### src/hdl/sbad_pkg.sv
// ----------------------------------------------------------------------------
// sbad_pkg
// Shared types and constants for the stereo box-average downsampler.
// ----------------------------------------------------------------------------
package sbad_pkg;

  localparam int unsigned SampleW  = 16;
  localparam int unsigned MixW     = SampleW + 1;
  localparam int unsigned RateW    = 18;
  localparam int unsigned SumW     = 36;
  localparam int unsigned DivRemW  = RateW + 2;
  localparam int unsigned DivSteps = SampleW;
  localparam int unsigned DivCntW  = $clog2(DivSteps + 1);

  localparam logic [RateW-1:0]   InRateRst  = 18'd44100;
  localparam logic [RateW-1:0]   OutRateRst = 18'd16000;
  localparam logic [SampleW-1:0] MonoMax    = 16'h7fff;
  localparam logic [SampleW-1:0] MonoMin    = 16'h8000;

  typedef enum logic [0:0] {
    CFG_IN_RATE  = 1'b0,
    CFG_DST_RATE = 1'b1
  } cfg_idx_e;

  typedef enum logic [4:0] {
    ST_IDLE = 5'b00001,
    ST_MUL  = 5'b00010,
    ST_PREP = 5'b00100,
    ST_DIV  = 5'b01000,
    ST_OUT  = 5'b10000
  } state_e;

endpackage

### src/hdl/stereo_box_average_downsampler.sv
// ----------------------------------------------------------------------------
// stereo_box_average_downsampler
// Stereo to mono downmix with exact area-average rate reduction.
// ----------------------------------------------------------------------------
// Each accepted stereo frame is summed to mono and weighted by min(output
// rate, input rate) time units into a window of in_rate units; a frame that
// crosses the window end is split, and the closed window gives one sample,
// its mean rounded to nearest with ties away from zero and saturated to 16
// bits. One frame is worked at a time. A frame that closes no window passes
// only through the bit-serial multiplier, which adds one bit of the weight
// per cycle. A frame that closes a window takes the first weighted add, then
// a 16-step restoring divider (one quotient bit per cycle) that runs beside
// the serial multiply for the carried remainder, plus any wait while the
// previous sample still sits unread. A finished sample sits in the output
// register, and the next frame is taken while it waits. Writing either rate
// register restarts the window.
// ----------------------------------------------------------------------------
module stereo_box_average_downsampler (
  input  logic                             clk_i,
  input  logic                             rst_ni,
  // configuration
  input  logic                             cfg_we_i,
  input  logic [0:0]                       cfg_index_i,
  input  logic [sbad_pkg::RateW-1:0]       cfg_data_i,
  // frame input
  input  logic                             in_valid_i,
  output logic                             in_stall_o,
  input  logic signed [sbad_pkg::SampleW-1:0] left_i,
  input  logic signed [sbad_pkg::SampleW-1:0] right_i,
  // sample output
  output logic                             out_valid_o,
  input  logic                             out_stall_i,
  output logic signed [sbad_pkg::SampleW-1:0] mono_sample_o
);

  localparam int unsigned SampleW = sbad_pkg::SampleW;
  localparam int unsigned MixW    = sbad_pkg::MixW;
  localparam int unsigned RateW   = sbad_pkg::RateW;
  localparam int unsigned SumW    = sbad_pkg::SumW;
  localparam int unsigned DivRemW = sbad_pkg::DivRemW;
  localparam int unsigned DivCntW = sbad_pkg::DivCntW;

  sbad_pkg::state_e state_q, state_d;

  logic [RateW-1:0]   in_rate_q, in_rate_d;
  logic [RateW-1:0]   dst_rate_q, dst_rate_d;
  logic [SumW-1:0]    window_sum_q, window_sum_d;
  logic [RateW-1:0]   window_fill_q, window_fill_d;
  logic [MixW-1:0]    mix_q, mix_d;
  logic [SumW-1:0]    mcand_q, mcand_d;
  logic [RateW-1:0]   mplier_q, mplier_d;
  logic [RateW-1:0]   carry_q, carry_d;
  logic               emit_q, emit_d;
  logic               neg_q, neg_d;
  logic [DivRemW-1:0] div_rem_q, div_rem_d;
  logic [SampleW-1:0] div_quo_q, div_quo_d;
  logic [DivCntW-1:0] div_cnt_q, div_cnt_d;
  logic               out_valid_q, out_valid_d;
  logic [SampleW-1:0] mono_q, mono_d;

  logic               in_fire;
  logic [MixW-1:0]    mix;
  logic [RateW-1:0]   eff_out;
  logic [RateW-1:0]   fill_eff;
  logic [RateW-1:0]   space;
  logic [SumW-1:0]    mag;
  logic [SumW:0]      numer;
  logic [DivRemW-1:0] div_trial;
  logic [DivRemW-1:0] divisor;
  logic               div_ge;
  logic [SampleW-1:0] sat_val;

  assign in_stall_o    = (state_q != sbad_pkg::ST_IDLE);
  assign in_fire       = in_valid_i && !in_stall_o;
  assign out_valid_o   = out_valid_q;
  assign mono_sample_o = mono_q;

  assign mix      = {left_i[SampleW-1], left_i} + {right_i[SampleW-1], right_i};
  assign eff_out  = (dst_rate_q > in_rate_q) ? in_rate_q : dst_rate_q;
  assign fill_eff = (window_fill_q >= in_rate_q) ? '0 : window_fill_q;
  assign space    = in_rate_q - fill_eff;

  // magnitude plus half the divisor, so truncating division rounds to nearest
  assign mag   = window_sum_q[SumW-1] ? (~window_sum_q + 1'b1) : window_sum_q;
  assign numer = {1'b0, mag} + {{(SumW+1-RateW){1'b0}}, in_rate_q};

  assign divisor   = {1'b0, in_rate_q, 1'b0};
  assign div_trial = {div_rem_q[DivRemW-2:0], div_quo_q[SampleW-1]};
  assign div_ge    = (div_trial >= divisor);

  always_comb begin
    if (neg_q) begin
      sat_val = (div_quo_q > sbad_pkg::MonoMin) ? sbad_pkg::MonoMin : (~div_quo_q + 1'b1);
    end else begin
      sat_val = (div_quo_q > sbad_pkg::MonoMax) ? sbad_pkg::MonoMax : div_quo_q;
    end
  end

  always_comb begin
    state_d       = state_q;
    in_rate_d     = in_rate_q;
    dst_rate_d    = dst_rate_q;
    window_sum_d  = window_sum_q;
    window_fill_d = window_fill_q;
    mix_d         = mix_q;
    mcand_d       = mcand_q;
    mplier_d      = mplier_q;
    carry_d       = carry_q;
    emit_d        = emit_q;
    neg_d         = neg_q;
    div_rem_d     = div_rem_q;
    div_quo_d     = div_quo_q;
    div_cnt_d     = div_cnt_q;
    mono_d        = mono_q;
    out_valid_d   = out_valid_q && out_stall_i;

    unique case (state_q)
      sbad_pkg::ST_IDLE: begin
        if (in_fire && (eff_out != '0)) begin
          mix_d   = mix;
          mcand_d = {{(SumW-MixW){mix[MixW-1]}}, mix};
          if (window_fill_q >= in_rate_q) begin
            window_sum_d = '0;
          end
          if (eff_out < space) begin
            mplier_d      = eff_out;
            window_fill_d = fill_eff + eff_out;
            emit_d        = 1'b0;
          end else begin
            mplier_d      = space;
            carry_d       = eff_out - space;
            window_fill_d = eff_out - space;
            emit_d        = 1'b1;
          end
          state_d = sbad_pkg::ST_MUL;
        end
      end
      sbad_pkg::ST_MUL: begin
        if (mplier_q == '0) begin
          state_d = emit_q ? sbad_pkg::ST_PREP : sbad_pkg::ST_IDLE;
        end else begin
          if (mplier_q[0]) begin
            window_sum_d = window_sum_q + mcand_q;
          end
          mcand_d  = {mcand_q[SumW-2:0], 1'b0};
          mplier_d = {1'b0, mplier_q[RateW-1:1]};
        end
      end
      sbad_pkg::ST_PREP: begin
        neg_d        = window_sum_q[SumW-1];
        div_rem_d    = numer[SumW-1:SampleW];
        div_quo_d    = numer[SampleW-1:0];
        div_cnt_d    = DivCntW'(sbad_pkg::DivSteps);
        window_sum_d = '0;
        mplier_d     = carry_q;
        mcand_d      = {{(SumW-MixW){mix_q[MixW-1]}}, mix_q};
        state_d      = sbad_pkg::ST_DIV;
      end
      sbad_pkg::ST_DIV: begin
        // divider and carried-weight multiply share these cycles
        if (div_cnt_q != '0) begin
          div_rem_d = div_ge ? (div_trial - divisor) : div_trial;
          div_quo_d = {div_quo_q[SampleW-2:0], div_ge};
          div_cnt_d = div_cnt_q - 1'b1;
        end
        if (mplier_q != '0) begin
          if (mplier_q[0]) begin
            window_sum_d = window_sum_q + mcand_q;
          end
          mcand_d  = {mcand_q[SumW-2:0], 1'b0};
          mplier_d = {1'b0, mplier_q[RateW-1:1]};
        end
        if ((div_cnt_q == '0) && (mplier_q == '0)) begin
          state_d = sbad_pkg::ST_OUT;
        end
      end
      sbad_pkg::ST_OUT: begin
        if (!out_valid_q || !out_stall_i) begin
          mono_d      = sat_val;
          out_valid_d = 1'b1;
          state_d     = sbad_pkg::ST_IDLE;
        end
      end
      default: begin
        state_d = sbad_pkg::ST_IDLE;
      end
    endcase

    // a rate change restarts the window
    if (cfg_we_i) begin
      unique case (cfg_index_i)
        sbad_pkg::CFG_IN_RATE:  in_rate_d  = cfg_data_i;
        sbad_pkg::CFG_DST_RATE: dst_rate_d = cfg_data_i;
        default:                in_rate_d  = in_rate_q;
      endcase
      window_sum_d  = '0;
      window_fill_d = '0;
    end
  end

  always_ff @(posedge clk_i or negedge rst_ni) begin
    if (!rst_ni) begin
      state_q       <= sbad_pkg::ST_IDLE;
      in_rate_q     <= sbad_pkg::InRateRst;
      dst_rate_q    <= sbad_pkg::OutRateRst;
      window_sum_q  <= '0;
      window_fill_q <= '0;
      emit_q        <= 1'b0;
      mplier_q      <= '0;
      div_cnt_q     <= '0;
      out_valid_q   <= 1'b0;
    end else begin
      state_q       <= state_d;
      in_rate_q     <= in_rate_d;
      dst_rate_q    <= dst_rate_d;
      window_sum_q  <= window_sum_d;
      window_fill_q <= window_fill_d;
      emit_q        <= emit_d;
      mplier_q      <= mplier_d;
      div_cnt_q     <= div_cnt_d;
      out_valid_q   <= out_valid_d;
    end
  end

  always_ff @(posedge clk_i) begin
    mix_q     <= mix_d;
    mcand_q   <= mcand_d;
    carry_q   <= carry_d;
    neg_q     <= neg_d;
    div_rem_q <= div_rem_d;
    div_quo_q <= div_quo_d;
    mono_q    <= mono_d;
  end

  // the window never holds more time than its length
  a_fill_bound: assert property (@(posedge clk_i) disable iff (!rst_ni)
    (window_fill_q < in_rate_q) || (window_fill_q == '0))
    else $error("window fill reached window length");

  // partial remainder stays below the divisor through the division
  a_div_rem: assert property (@(posedge clk_i) disable iff (!rst_ni)
    (state_q == sbad_pkg::ST_DIV) |-> (div_rem_q < divisor))
    else $error("divider remainder out of range");

  // the serial multiplier drains by one bit per cycle
  a_mul_drain: assert property (@(posedge clk_i) disable iff (!rst_ni)
    ((state_q == sbad_pkg::ST_MUL) && (mplier_q != '0)) |=> (mplier_q < $past(mplier_q)))
    else $error("multiplier did not advance");

  // a sample is only formed once both serial units have finished
  a_out_done: assert property (@(posedge clk_i) disable iff (!rst_ni)
    (state_q == sbad_pkg::ST_OUT) |-> ((div_cnt_q == '0) && (mplier_q == '0)))
    else $error("output formed before divide or multiply finished");

endmodule

### config.mk
export PLATFORM = sky130hd
export DESIGN_NAME = stereo_box_average_downsampler
export DESIGN_NICKNAME = d
export VERILOG_FILES = /design/src/hdl/sbad_pkg.sv /design/src/hdl/stereo_box_average_downsampler.sv
export SDC_FILE = /design/constraint.sdc
export NUM_CORES = 1
export LEC_CHECK = 0
export BUFFER_PORTS_ARGS = -buffer_cell sky130_fd_sc_hd__buf_2
export CAP_MARGIN = 30
export CORE_ASPECT_RATIO = 1.25
export CORE_UTILIZATION = 35
export CTS_CLUSTER_SIZE = 28
export DETAILED_ROUTE_END_ITERATION = 8
export PLACE_DENSITY_LB_ADDON = 0.1
export REMOVE_ABC_BUFFERS = 1
export SYNTH_ARGS = -nofsm -noshare
export SYNTH_HDL_FRONTEND = slang
export SYNTH_SLANG_ARGS = --single-unit
### constraint.sdc
create_clock -name clk_i -period 9.55 [get_ports clk_i]
set_input_delay 1.91 -clock clk_i [delete_from_list [all_inputs] [get_ports clk_i]]
set_output_delay 1.91 -clock clk_i [all_outputs]
set_load 0.01 [all_outputs]
== Word-level counts from Yosys, hierarchy flattened ==
Index checks and enable logic that the tools add are counted.
Word-level totals
  flip-flop bits (word level): 243
  bits in latches: 0
  RAM bits: 0
  ROM bits: 0
  output and inout port bits: 18
  word-level logic and storage cells: 123
  memories kept: 0
Cells by class
  add/subtract/negate cells: 10
  $mul: 0
  divide/modulo/power cells: 0
  order comparisons: 6
  eq/ne operators: 17
  shift operators: 0
  multiplexer cells: 42
  bitwise logic cells: 4
  reduce and logical (&&, ||, !) cells: 28
Operators with widths (number)
  $mux W36: 9
  $pmux W36 S4: 2
  $mux W18: 10
  $pmux W18 S4: 1
  $mux W16: 4
  $mux W19: 2
  $pmux W19 S2: 1
  $add A36 B36 Y36: 1
  $reduce_bool A18 Y1: 2
  $sub A18 B18 Y18: 2
  $add A35 B1 Y35 const B: 1
  $add A35 B18 Y35: 1
  $mux W35: 1
  $not A35 Y35: 1
  $pmux W16 S2: 1
  $mux W5: 5
  $pmux W5 S5: 1
  $ge A20 B19 Y1: 1
  $sub A19 B19 Y19: 1
  $add A18 B18 Y18: 1
  $ge A18 B18 Y1: 1
  $gt A18 B18 Y1: 1
  $logic_not A18 Y1: 1
  $lt A18 B18 Y1: 1
  other kinds (29): 55

== Depth between registers and ports, before layout ==
  depth after elaboration: 8
  mapped depth: 31
  depth with buffers taken out: 29

== Worst setup path after synthesis ==
OpenSTA, ideal clock, no wires.
  path kind: register to register
  from: register in_rate_q[11]
  to: register carry_q[0], enable pin
  data arrival time: 6440 ps
  required time: 9156 ps
  setup slack: 2716 ps
  stages on the path, launching flop included: 27
  buffers on the path: 3
  period minus slack after synthesis: 6834 ps
  cell sequence: dfstp_2 -> inv_1 -> ha_1 -> nand3_1 -> nand2_1 -> a2111oi_0 -> a2111oi_0 -> nor3_1 -> clkbuf_1 -> nand2_1 -> ha_1 -> and2_1 -> o21ai_0 -> and4_1 -> nor3_1 -> o2111ai_1 -> o21ai_0 -> o41ai_1 -> xor2_1 -> ha_1 -> clkbuf_1 -> nand4_1 -> o32ai_2 -> a21o_2 -> a21oi_4 -> buf_4 -> nor2_1
On the way
  word-level cells in the longest chain between the ends: 6
  elaborated cells between the ends (all ways): 10
  classes of those cells: add/sub (1); order compare (3); mux (2); bitwise (1); reduce/logical (3)
RTL lines
  start: declaration: RTL line stereo_box_average_downsampler.sv:45  | logic [RateW-1:0] in_rate_q, in_rate_d;
  start signal: assignment: RTL line stereo_box_average_downsampler.sv:204  | in_rate_q <= sbad_pkg::InRateRst;
  start signal: assignment: RTL line stereo_box_average_downsampler.sv:214  | in_rate_q <= in_rate_d;
  $ge A18 B18 Y1: RTL line stereo_box_average_downsampler.sv:80  | assign fill_eff = (window_fill_q >= in_rate_q) ? '0 : window_fill_q;
  $mux W18: RTL line stereo_box_average_downsampler.sv:80
  $sub A18 B18 Y18: RTL line stereo_box_average_downsampler.sv:81  | assign space = in_rate_q - fill_eff;
  $lt A18 B18 Y1: RTL line stereo_box_average_downsampler.sv:125  | if (eff_out < space) begin
  $not A1 Y1 (no line)
  $reduce_and A3 Y1 (no line) *
  end signal: assignment: RTL line stereo_box_average_downsampler.sv:228  | carry_q <= carry_d;
  end: declaration: RTL line stereo_box_average_downsampler.sv:52  | logic [RateW-1:0] carry_q, carry_d;
Every way passes the cells marked *; elsewhere a longest branch is shown, timed or not.
A chain may end at the register's enable or synchronous reset.

== Worst setup path after layout ==
  from: register in_rate_q[1]
  to: register window_fill_q[13]
On the way
  word-level cells in the longest chain between the ends: 8
  elaborated cells between the ends (all ways): 16
  classes of those cells: add/sub (3); order compare (3); mux (6); reduce/logical (4)
RTL lines
  $ge A18 B18 Y1: RTL line stereo_box_average_downsampler.sv:80
  $mux W18: RTL line stereo_box_average_downsampler.sv:80
  $sub A18 B18 Y18: RTL line stereo_box_average_downsampler.sv:81
  $sub A18 B18 Y18 or $lt A18 B18 Y1 (tied branches): RTL line stereo_box_average_downsampler.sv:132, stereo_box_average_downsampler.sv:125
  $mux W18: RTL line stereo_box_average_downsampler.sv:125
  $mux W18: RTL line stereo_box_average_downsampler.sv:119  | if (in_fire && (eff_out != '0)) begin
  $mux W18: RTL line stereo_box_average_downsampler.sv:117  | unique case (state_q)
  $mux W18: RTL line stereo_box_average_downsampler.sv:190  | if (cfg_we_i) begin
  end signal: assignment: RTL line stereo_box_average_downsampler.sv:217  | window_fill_q <= window_fill_d;
  end: declaration: RTL line stereo_box_average_downsampler.sv:48  | logic [RateW-1:0] window_fill_q, window_fill_d;
Several ways; a longest one is shown, not always the timed one. The select of a mux whose other input is x is not followed.

==> key figures <==
Worst setup path
  • Crit Reg-Reg Startpoint: in_rate_q[1]$_DFFE_PN0P_
  • CP max-delay cell: a2111oi_0
  • WP buf/inv: 5
  • CP Launch Type: flop
  • Most used cell, CP: inv_1
  • Register-to-Register Path Depth: 29
  • R2R Setup Slk: 2.19 ns
  • Crit. End Element: flop
  • CP arrival: 7.89 ns
  • Worst flop-to-flop path endpoint: window_fill_q[13]$_DFFE_PN0P_
  • Max incr delay on CP: 0.61 ns
  • Top Family by Delay on Critical Path: compound AO/OA/AOI/OAI gates
  • Critical Path Fanout Max: 39
  • Critical path class: flop to flop
  • Critical path required time: 10.08 ns

Floorplan
  • Chip width: 213 microns
  • Initial core utilization: 35.4%
  • Die ar.: 56500 sq um
  • Core Footprint: 54900 sq um
  • I/O pin count: 74
  • Rows: 96
  • Die Ht: 265 microns

Route
  • Pre-antenna DRT Iters: 5
  • Vias per Instance: 5.51
  • DRT Wirelength: 59800 microns
  • Residual DRC: 0
  • DRT iter0 DRCs: 948
  • Routed Antenna Nets: 0
  • Drt wl/cell: 20.2 microns
  • Routed vias: 16.3k

Min path
  • Worst hold path class: flop to flop
  • Worst Hold Depth: 2
  • Sink of the worst hold path: mcand_q[0]$_DFFE_PP_
  • Hold Path Origin: mix_q[0]$_DFFE_PP_

STA
  • Fmax: 136 MHz
  • Hold Vio Cnt, Final: 0
  • Final setup viols: 0
  • Tmin final: 7.36 ns
  • Final WS setup: 2.19 ns
  • Worst rel slew slack: 36.5%
  • Final hold slack: 0.528 ns
  • Worst-margin pin slew: 0.952 ns
  • Layout Skew: 0.0196 ns
  • RSZ-0062 raised after global routing: false
  • Period utilization: 77.0%
  • Fin. max-slew vios: 0

Logic synthesis
  • Yosys cell types: 93
  • Largest family of logic cells by synthesized area: compound AO/OA/AOI/OAI gates
  • Synth Area per Inst: 9.03 sq um
  • Post-Synth Simple-Gate Area: 17.8%
  • Synth Area in Adders: 12.1%
  • Seq cells post-synth: 243
  • Synth Area in XOR/XNOR: 7.26%
  • Post-Syn Area: 19400 sq um
  • Ys async rst share: 49.4%
  • Yosys warns: 0
  • Seq/Total Area, Yosys: 34.5%
  • Post-synth EDFFs: 123
  • Post-Synthesis Cells: 2151
  • Top_reg_cell synth: edfxtp_1
  • Mux share of post-synthesis cell area: 2.92%
  • Compound-cell area share of the yosys netlist: 21.5%

Clock network
  • Setup bufs post-CTS: 0
  • Reg clk slew, reported paths: 0.07 ns
  • CTS root buffer: clkbuf_16
  • TritonCTS clock tree: yes
  • Cts bufs inserted: 30
  • Post-CTS Hold Fix Bufs: 0
  • Clk buf depth: 3
  • CTS Sinks: 243
  • H-tree levels: 1
  • CTS resizes: 0
  • Worst skew pair latency: 0.59 ns

Layout
  • NumNets Final: 2436
  • Antenna Cells: 0
  • Non-filler cells, final: 2955
  • P&R area growth vs syn: 11.2%
  • Layout cells sized above 1: 10.7%
  • Fill count: 5556
  • Final Util: 39.4%

Global routing
  • Total track usage: 21.3%
  • Largest net degree at the start of global routing: 76
  • Total grt overflow: 0
  • First-pass GRT wire length: 92500 microns
  • Antenna violations before repair: 0
  • Number of global-route vias before repair: 16.0k

Power and ir drop
  • Static Leak: 9.24 nW
  • Total design power: 7.30 mW
  • Cell Pwr Density: 338 nW/um^2
  • Worst IR Drop VDD: 0.231 mV

Placed design
  • Pre-CTS setup slack: 2.25 ns
  • Placed Cells incl. Taps: 2900
  • DPL Wire Length: 47200 microns
  • GPL Wtd Cong: 0.888
  • IO buf count: 73

Outcome
  • Outcome: complete, no violations

Job
  • Max cap viols: 0
registers in the layout (all words and copies together), names as in the netlist:
| name | count |
|---|---|
| div_cnt_q | 5 |
| neg_q | 1 |
| mplier_q | 18 |
| state_q | 5 |
| emit_q | 1 |
| out_valid_o | 1 |
| dst_rate_q | 18 |
| div_rem_q | 19 |
| window_fill_q | 18 |
| carry_q | 18 |
| mix_q | 17 |
| window_sum_q | 36 |
| in_rate_q | 18 |
| mono_sample_o | 16 |
| div_quo_q | 16 |
| mcand_q | 36 |
worst max-delay path by stage:
stage                     depth (start not counted)                      from                             to  slack (ns)
after floorplan                                   9    state_q[1]$_DFFE_PN0P_   window_sum_q[35]$_DFFE_PN0P_       -0.53
after CTS                                        28  in_rate_q[1]$_DFFE_PN0P_  window_fill_q[13]$_DFFE_PN0P_        2.18
after global placement                           29  in_rate_q[1]$_DFFE_PN0P_  window_fill_q[13]$_DFFE_PN0P_        2.12
after detailed placement                         29  in_rate_q[1]$_DFFE_PN0P_  window_fill_q[13]$_DFFE_PN0P_        2.25
after global routing                             29  in_rate_q[1]$_DFFE_PN0P_  window_fill_q[13]$_DFFE_PN0P_        1.42
final                                            29  in_rate_q[1]$_DFFE_PN0P_  window_fill_q[13]$_DFFE_PN0P_        2.19
tightest hold or removal path: stages, from the launching register on:
cell	delay, ns
edfxtp_1	0.32
nand2_1	0.04
o21ai_0	0.06
cell families (layout without fill, tap and decap cells):
logic type,count (synthesis),after routing
and+or+nand+nor,709,709
AOI/OAI and AO/OA,613,613
DFF,243,243
buffers and inverters,189,258
adders and majority gates,184,184
xor gates and xnor gates,161,161
muxes,52,52
synth_stat cells (all sizes together), types with 15 or more instances:
| cell type | n | area, sq um |
|---|---|---|
| nor3 | 54 | 270 |
| o41ai | 16 | 166 |
| mux2i | 18 | 184 |
| xnor2 | 100 | 876 |
| nand4 | 19 | 119 |
| clkbuf | 65 | 244 |
| nor2 | 160 | 601 |
| o311ai | 15 | 139 |
| xor2 | 61 | 534 |
| inv | 106 | 398 |
| a21o | 68 | 512 |
| or3 | 38 | 243 |
| edfxtp | 123 | 3690 |
| nor4 | 28 | 209 |
| a31oi | 21 | 131 |
| a21oi | 130 | 681 |
| mux2 | 34 | 383 |
| o21ai | 140 | 704 |
| nand2 | 219 | 822 |
| buf | 18 | 95.1 |
| dfrtp | 107 | 2680 |
| nor2b | 34 | 213 |
| a22oi | 20 | 150 |
| a211oi | 17 | 133 |
| o31ai | 42 | 315 |
| o21a | 20 | 150 |
| ha | 176 | 2200 |
| nand3 | 54 | 270 |
| nand2b | 28 | 175 |
through the flow:
step | instance area, sq um | setup TNS [ns]
after detailed placement | 20600 | 0
after global routing | 21600 | 0
after CTS | 21600 | 0
final | 21600 | 0
after global placement | 20600 | 0
after floorplan | 19100 | -5.56
metal layers:
metal | global-route usage (%) | vias to the layer above | part of all wire [%]
met5 | 0 | - | 0
met4 | 7.95 | 0 | 3.6
met3 | 2.57 | 107 | 3.7
met2 | 38.4 | 330 | 50
met1 | 25.6 | 7739 | 42
li1 | - | 8108 | -
cell usage in the layout, fill, tap and decap left out, drive strengths merged, types with 37 or more instances in the layout:
master and n:
nor3 54, a21o 68, buf 97, xor2 61, xnor2 100, clkbuf 37
inv 106, o31ai 42, or3 38, nand3 54, a21oi 130, nand2 219
o21ai 140, ha 176, nor2 160, dfrtp 107, edfxtp 123
area by class of cell:
class                      count  area (sq um)  share of cell area (%)
clock inverter                18           144                   0.666
inverter                     106           398                    1.84
sequential                   243          6710                    31.1
multi-input combinational   1719         12000                    55.8
tap                          735           920                    4.26
clock buffer                  37           828                    3.83
timing repair buffer          97           552                    2.55
where the power goes:
group          leakage, nW  internal (mW)  total [mW]  switching [mW]
combinational         6.11           1.59        4.28            2.69
clock                0.483          0.664        1.15           0.484
sequential            2.64           1.59        1.88           0.285
total                 9.24           3.84        7.30            3.46
Power figures use the tool's default switching activity.
